===== src/rtl/core/cst_pkg.sv =====
// Shared types and character codes for the call syntax command tokenizer.
// No dependencies; imported by cst_step and call_syntax_command_tokenizer_top.
package cst_pkg;

  typedef enum logic [2:0] {
    PH_NAME  = 3'd0,
    PH_ARGS  = 3'd1,
    PH_QUOTE = 3'd2,
    PH_ERROR = 3'd3,
    PH_END   = 3'd4
  } phase_t;

  localparam logic [7:0] CH_OPEN  = 8'h28; // (
  localparam logic [7:0] CH_CLOSE = 8'h29; // )
  localparam logic [7:0] CH_COMMA = 8'h2C; // ,
  localparam logic [7:0] CH_QUOTE = 8'h22; // "
  localparam logic [7:0] CH_SPACE = 8'h20;
  localparam logic [7:0] CH_TAB   = 8'h09;
  localparam logic [7:0] CH_CR    = 8'h0D;
  localparam logic [7:0] CH_LF    = 8'h0A;

  localparam int unsigned OUT_BITS   = 27;
  localparam int unsigned OUT_TDATA_W = 32;

  typedef struct packed {
    logic [2:0] parser_phase;
    logic [3:0] arg_total;
    logic       command_failed;
    logic       command_done;
    logic [7:0] store_byte;
    logic [4:0] char_offset;
    logic [2:0] arg_slot;
    logic       store_target;
    logic       store_valid;
  } result_t;

endpackage


===== src/rtl/core/call_syntax_command_tokenizer_top.sv =====
// Top level of the call syntax command tokenizer: input register, step logic, result register.
// Depends on cst_pkg and cst_step.
//
// Tokenizes commands of the form name(arg,arg,"quoted text"), one character per beat, and
// returns exactly one result beat for every character beat. A character is captured in the
// input register, the parser state and the result are worked out in one pass of the step
// logic, and the result lands in the output register. One character is taken every cycle
// as long as the result side keeps up, the parser state register being the only loop. No
// reset sweep is needed; the block is ready as soon as reset is released.
module call_syntax_command_tokenizer_top #(
  parameter int unsigned MAX_ARGS      = 8,
  parameter int unsigned MAX_TOKEN_LEN = 32
) (
  input  logic                              clk,
  input  logic                              rst_n,
  input  logic                              in_tvalid,
  output logic                              in_tready,
  input  logic [7:0]                        in_tdata,  // [7:0] char_in
  output logic                              out_tvalid,
  input  logic                              out_tready,
  // [0] store_valid, [1] store_target, [4:2] arg_slot, [9:5] char_offset,
  // [17:10] store_byte, [18] command_done, [19] command_failed, [23:20] arg_total,
  // [26:24] parser_phase, [31:27] zero
  output logic [cst_pkg::OUT_TDATA_W-1:0]   out_tdata
);
  import cst_pkg::*;

  localparam int unsigned OFF_W = $clog2(MAX_TOKEN_LEN + 1);
  localparam int unsigned CNT_W = $clog2(MAX_ARGS + 1);

  logic             in_vld_r;
  logic [7:0]       in_char_r;
  logic             out_vld_r;
  result_t          out_res_r;
  phase_t           phase_r, phase_nxt;
  logic [OFF_W-1:0] offset_r, offset_nxt;
  logic [CNT_W-1:0] cnt_r, cnt_nxt;
  logic             first_ne_r, first_ne_nxt;
  result_t          res;
  logic             adv;

  assign adv       = in_vld_r && (!out_vld_r || out_tready);
  assign in_tready = !in_vld_r || adv;

  cst_step #(
    .OFF_W        (OFF_W),
    .CNT_W        (CNT_W),
    .MAX_ARGS     (MAX_ARGS),
    .MAX_TOKEN_LEN(MAX_TOKEN_LEN)
  ) u_step (
    .char_in           (in_char_r),
    .phase             (phase_r),
    .offset            (offset_r),
    .arg_cnt           (cnt_r),
    .first_nonempty    (first_ne_r),
    .phase_nxt         (phase_nxt),
    .offset_nxt        (offset_nxt),
    .arg_cnt_nxt       (cnt_nxt),
    .first_nonempty_nxt(first_ne_nxt),
    .res               (res)
  );

  always_ff @(posedge clk) begin
    if (!rst_n) begin
      in_vld_r   <= 1'b0;
      out_vld_r  <= 1'b0;
      phase_r    <= PH_NAME;
      offset_r   <= '0;
      cnt_r      <= '0;
      first_ne_r <= 1'b0;
    end else begin
      if (in_tready) begin
        in_vld_r <= in_tvalid;
      end
      if (adv) begin
        out_vld_r  <= 1'b1;
        phase_r    <= phase_nxt;
        offset_r   <= offset_nxt;
        cnt_r      <= cnt_nxt;
        first_ne_r <= first_ne_nxt;
      end else if (out_tready) begin
        out_vld_r <= 1'b0;
      end
    end
  end

  always_ff @(posedge clk) begin
    if (in_tready && in_tvalid) begin
      in_char_r <= in_tdata;
    end
    if (adv) begin
      out_res_r <= res;
    end
  end

  assign out_tvalid = out_vld_r;
  assign out_tdata  = {{(OUT_TDATA_W - OUT_BITS){1'b0}}, out_res_r};

  // done and failed are exclusive
  a_done_fail_excl: assert property (@(posedge clk) disable iff (!rst_n)
    out_vld_r |-> !(out_res_r.command_done && out_res_r.command_failed))
    else $error("done and failed reported together");

  // a closing beat always leaves the parser in the ended phase
  a_close_ends: assert property (@(posedge clk) disable iff (!rst_n)
    (out_vld_r && (out_res_r.command_done || out_res_r.command_failed))
      |-> out_res_r.parser_phase == PH_END)
    else $error("command closed without ending phase");

  // failure carries a zero count and a name terminator at offset 0
  a_fail_fields: assert property (@(posedge clk) disable iff (!rst_n)
    (out_vld_r && out_res_r.command_failed) |-> (out_res_r.arg_total == 4'd0 &&
      out_res_r.store_valid && !out_res_r.store_target && out_res_r.store_byte == 8'd0))
    else $error("bad failure result");

  // state only moves with an accepted step
  a_state_hold: assert property (@(posedge clk) disable iff (!rst_n)
    !adv |=> $stable(phase_r) && $stable(offset_r) && $stable(cnt_r))
    else $error("parser state changed without a step");

  // offset never exceeds token limit
  a_off_bound: assert property (@(posedge clk) disable iff (!rst_n)
    offset_r <= OFF_W'(MAX_TOKEN_LEN))
    else $error("write offset beyond token limit");

endmodule


===== src/rtl/core/cst_step.sv =====
// Per-byte tokenizer decision: next parser state and the result for one character.
// Depends on cst_pkg.
module cst_step #(
  parameter int unsigned OFF_W         = 6,
  parameter int unsigned CNT_W         = 4,
  parameter int unsigned MAX_ARGS      = 8,
  parameter int unsigned MAX_TOKEN_LEN = 32
) (
  input  logic [7:0]         char_in,
  input  cst_pkg::phase_t    phase,
  input  logic [OFF_W-1:0]   offset,
  input  logic [CNT_W-1:0]   arg_cnt,
  input  logic               first_nonempty,
  output cst_pkg::phase_t    phase_nxt,
  output logic [OFF_W-1:0]   offset_nxt,
  output logic [CNT_W-1:0]   arg_cnt_nxt,
  output logic               first_nonempty_nxt,
  output cst_pkg::result_t   res
);
  import cst_pkg::*;

  phase_t           cur;
  logic             st_en;
  logic             st_tgt;
  logic [7:0]       st_byte;
  logic [OFF_W-1:0] off;
  logic [CNT_W-1:0] cnt;
  logic             fa;
  logic             is_ws;

  assign is_ws = (char_in == CH_SPACE) || (char_in == CH_TAB);

  always_comb begin
    cur       = phase;
    off       = offset;
    cnt       = arg_cnt;
    fa        = first_nonempty;
    phase_nxt = phase;
    st_en     = 1'b0;
    st_tgt    = 1'b0;
    st_byte   = 8'd0;
    res       = '0;

    // overlong token: only checked while storing
    if (phase <= PH_QUOTE && offset >= OFF_W'(MAX_TOKEN_LEN)) begin
      off = '0;
      cur = PH_ERROR;
    end
    phase_nxt = cur;

    // what gets stored
    case (cur)
      PH_NAME: begin
        st_en   = 1'b1;
        st_byte = (char_in == CH_OPEN) ? 8'd0 : char_in;
      end
      PH_ARGS: begin
        st_tgt = 1'b1;
        if (char_in == CH_COMMA || char_in == CH_CLOSE) begin
          st_en = 1'b1;
        end else if (char_in != CH_QUOTE && !is_ws) begin
          st_en   = 1'b1;
          st_byte = char_in;
        end
      end
      PH_QUOTE: begin
        st_tgt  = 1'b1;
        st_en   = (char_in != CH_QUOTE);
        st_byte = char_in;
      end
      PH_ERROR: begin
        st_en = 1'b0;
      end
      default: begin
        if (!is_ws && char_in != CH_CR && char_in != CH_LF) begin
          st_en = 1'b1;
          off   = '0;
          st_byte = char_in;
        end
      end
    endcase

    if (st_en) begin
      res.store_valid  = 1'b1;
      res.store_target = st_tgt;
      res.arg_slot     = st_tgt ? 3'(cnt) : 3'd0;
      res.char_offset  = 5'(off);
      res.store_byte   = st_byte;
      if (st_tgt && cnt == '0 && off == '0) begin
        fa = (st_byte != 8'd0);
      end
      off = off + OFF_W'(1);
    end

    // state effects after the store
    case (cur)
      PH_NAME: begin
        if (char_in == CH_OPEN) begin
          off       = '0;
          cnt       = '0;
          fa        = 1'b0;
          phase_nxt = PH_ARGS;
        end
      end
      PH_ARGS: begin
        if (char_in == CH_COMMA) begin
          off = '0;
          cnt = cnt + CNT_W'(1);
          if (cnt >= CNT_W'(MAX_ARGS)) begin
            phase_nxt = PH_ERROR;
          end
        end else if (char_in == CH_CLOSE) begin
          cnt = cnt + CNT_W'(1);
          if (!fa) begin
            cnt = '0;
          end
          phase_nxt        = PH_END;
          res.command_done = 1'b1;
          res.arg_total    = 4'(cnt);
        end else if (char_in == CH_QUOTE) begin
          phase_nxt = PH_QUOTE;
        end
      end
      PH_QUOTE: begin
        if (char_in == CH_QUOTE) begin
          phase_nxt = PH_ARGS;
        end
      end
      PH_ERROR: begin
        if (char_in == CH_CLOSE) begin
          cnt                = '0;
          res.store_valid    = 1'b1; // terminator at name offset 0
          res.command_failed = 1'b1;
          phase_nxt          = PH_END;
        end
      end
      default: begin
        if (st_en) begin
          phase_nxt = PH_NAME;
        end
      end
    endcase

    res.parser_phase   = phase_nxt;
    offset_nxt         = off;
    arg_cnt_nxt        = cnt;
    first_nonempty_nxt = fa;
  end

endmodule


===== config.mk =====
export PLATFORM = sky130hd
export DESIGN_NAME = call_syntax_command_tokenizer_top
export DESIGN_NICKNAME = d
export VERILOG_FILES = /design/src/rtl/core/cst_pkg.sv /design/src/rtl/core/call_syntax_command_tokenizer_top.sv /design/src/rtl/core/cst_step.sv
export SDC_FILE = /design/constraint.sdc
export NUM_CORES = 1
export LEC_CHECK = 0
export CAP_MARGIN = 10
export CORE_MARGIN = 2
export CORE_UTILIZATION = 50
export CTS_CLUSTER_SIZE = 8
export DETAILED_ROUTE_END_ITERATION = 10
export DONT_BUFFER_PORTS = 1
export SLEW_MARGIN = 15
export SYNTH_ARGS = -nofsm -noshare
export SYNTH_HDL_FRONTEND = slang
export SYNTH_SLANG_ARGS = --single-unit
export TNS_END_PERCENT = 5

===== constraint.sdc =====
create_clock -name clk -period 3.2 [get_ports clk]
set_input_delay 0.64 -clock clk [delete_from_list [all_inputs] [get_ports clk]]
set_output_delay 0.64 -clock clk [all_outputs]
set_load 0.05 [all_outputs]

==> flow_summary.json <==
{
  "status": "completed",
  "clock-root-buffer": "clkbuf_8",
  "drtIter0Drc": 244,
  "cts.htree.levels": 2,
  "synthSimpleGateAreaFrac": 0.237,
  "cp-start-kind": "register",
  "hold_ws_ns": 0.429,
  "timing.final.ws_setup_ns": 0.250,
  "powerDensity_nw_per_um2": 469,
  "rows": 26,
  "ys_seq_area_frac": 0.505,
  "area_growth_pct": 4.88,
  "antenna_found_initial": 0,
  "worstReg2RegStart": "in_char_r[5]",
  "cap_viol_max_count": 0,
  "highest-signal-layer": "met4",
  "seq_area_um2": 1370,
  "synthAdderAreaFrac": 0.0184,
  "wl_met1_mm": 2.59,
  "fin_tns_setup_ns": 0,
  "cts_tree": "built",
  "final_common_cell": "edfxtp_1",
  "hold_path.class": "in2reg",
  "ir_drop_v": 0.000266,
  "setup_viol": 0,
  "io_buffers": 0,
  "viasPerCell": 6.11,
  "synth.avg_cell_area_um2": 10.6,
  "hold_viol_final": 0,
  "slew_viol_final": 0,
  "grt_pass1_vias": 1815,
  "seq_power_share": 0.610,
  "numCtsBuffers": 5,
  "layout_worst_path_cycle_share": 0.922,
  "wl_met3_um": 352,
  "p_switching_w": 0.000384,
  "vias": 2004,
  "max-slew-margin-rel": 0.508,
  "final_core_util": 0.551,
  "synth.mux.area_fraction": 0.0111,
  "wl_mm": 5.45,
  "cp.arrival_ns": 3.11,
  "clock_latency_ns": 0.30,
  "synth_top_area_frac": 0.387,
  "n_antenna_cell": 0,
  "grt_max_degree": 22,
  "io_pins": 46,
  "grt-ovfl-total": 0,
  "hp-start": "in_tdata[2]",
  "drt-pass1-iter-count": 5,
  "synth.distinct_cells": 63,
  "clock_sinks": 51,
  "synthArstFlopShare": 0,
  "ys_ff_latch": 51,
  "wl_per_cell_um": 16.6,
  "multiInputGateArea_um2": 1220,
  "total_power_w": 0.00133,
  "switching_share": 0.288,
  "p_clk_frac": 0.264,
  "nFillCells": 453,
  "netlist_instances": 257,
  "core_area_um2": 5170,
  "die-area_um2": 6040,
  "rsz0062_at_grt": "false",
  "synth_edf_count": 35,
  "cts_setup_buffers": 0,
  "clk_path_buf_depth": 2,
  "power_frac_comb": 0.126,
  "drive_gt1_frac": 0.0853,
  "synth_compound_area_frac": 0.168,
  "postCtsHoldBufs": 0,
  "worstSetupEndpointType": "register",
  "grt_first_pass_wirelength_mm": 9.09,
  "track_usage": 0.189,
  "gp_congestion": 0.861,
  "netlist_area_um2": 2720,
  "nNetsFinal": 273,
  "required_ns": 3.36,
  "synth_xor_area_frac": 0.00968,
  "clock_skew_ns": 0.00785,
  "place_ws_ns": 0.259,
  "crit_start": "in_char_r[5]",
  "min_period_ns": 2.95,
  "tightest_slew_ns": 0.733,
  "fp.dieW_um": 77.7,
  "timing_worst_setup_path_type": "reg2reg",
  "post_cts_resized": 0,
  "synth-main-ff-cell": "edfxtp_1",
  "leakage_nw": 1.05,
  "fp.dieH_um": 77.7,
  "p_int_w": 0.000951,
  "synth.area.top_cells": "edfxtp_1 (39%), dfxtp_1 (12%), nor2_1 (2.8%)",
  "clkTransAtPathRegs_ns": 0.09,
  "yosysWarnings": 0,
  "synth_top_family_by_area": "simple AND/OR/NAND/NOR gates",
  "dp_hpwl_mm": 4.00,
  "ant_nets": 0,
  "final_cell_mix": "edfxtp_1 (35), nor2_1 (20), nand2_1 (19)",
  "max_freq_mhz": 339,
  "initial_core_util": 0.525,
  "yosys.area.top_type": "edfxtp_1",
  "wl_met2_mm": 2.45,
  "crit_fanout": 10,
  "post-route-drc-count": 0
}
-- layout make-up --
cell class,count,share of cell area
clock inverters,2,0.00439
well taps,70,0.0308
flip-flops and latches,51,0.482
multi-input cells,185,0.430
clock buffers,6,0.0255
inverters,7,0.00923
repair buffers,7,0.0185
-- power by group through the flow --
stage	sequential, W	clock (W)	combinational [W]
6_report	0.000815	0.000352	0.000168
5_1_grt	0.000819	0.000390	0.000186
4_1_cts	0.000815	0.000370	0.000168
3_5_place_dp	0.000830	0	0.000168
3_3_place_gp	0.000829	0	0.000166
2_1_floorplan	0.000821	0	0.000145
-- cells by family after synthesis --
logic type                 count (synthesis)
buffers and inverters                     25
DFF                                       51
and+or+nand+nor                          112
AOI/OAI and AO/OA                         58
other                                      1
muxes                                      3
adders and majority gates                  4
xor gates and xnor gates                   3
-- final timing paths --
path | endpoint | slack (ns) | cells after the start
max reg2reg | out_tdata[22] | 0.25 | 12
min | in_char_r[2] | 0.43 | 0
max | out_tdata[22] | 0.25 | 12
min reg2reg | first_ne_r | 0.51 | 2
-- layer usage --
layer,vias up,GRT usage
met5,-,0
met4,0,0.0429
met3,4,0.0349
met2,88,0.289
met1,964,0.280
li1,948,-
-- critical path: stages (launching register included) --
cell and delay, ns:
edfxtp_1 0.51, or4b_1 0.48, a21oi_1 0.28, o21a_1 0.31
and2_1 0.20, inv_1 0.07, ha_1 0.17, nand2_1 0.05
nor3_1 0.06, o211ai_4 0.12, nand2_1 0.08, a211o_1 0.35
nor2_1 0.14
-- cell usage after synthesis (2+ instances only) --
library cell and instances:
nand3b_1 2, nand3_1 10, nor4_1 3, o21ai_1 3, a31oi_1 3, nand4b_1 2
or4b_1 2, o31ai_1 3, clkbuf_1 4, a21boi_1 5, xor2_1 2, nor2b_1 8
mux2i_1 3, nor2_1 20, a211o_1 2, inv_1 7, nor3_1 7, dfxtp_1 16
nand4_1 4, buf_2 5, buf_4 7, o211a_1 5, a221o_1 2, nand2b_1 4
nand2_1 19, and3_1 3, and2_1 11, a21oi_1 11, ha_1 4, o311a_1 2
and3b_1 2, edfxtp_1 35, o21ai_0 7, o21a_1 2, or3_1 4
-- state kept, by name, summed over array words and instances (netlist names) --
signal / count
first_ne_r: 1
offset_r: 6
phase_r: 3
out_tdata: 27
in_vld_r: 1
out_tvalid: 1
cnt_r: 4
in_char_r: 8
-- through the flow --
step / cells / area, um2
finish: 328 / 2850
global route: 328 / 2850
CTS: 328 / 2850
floorplan: 261 / 2730
detailed placement: 320 / 2760
global placement: 320 / 2760
No activity file was read; power rests on OpenSTA's default activity.
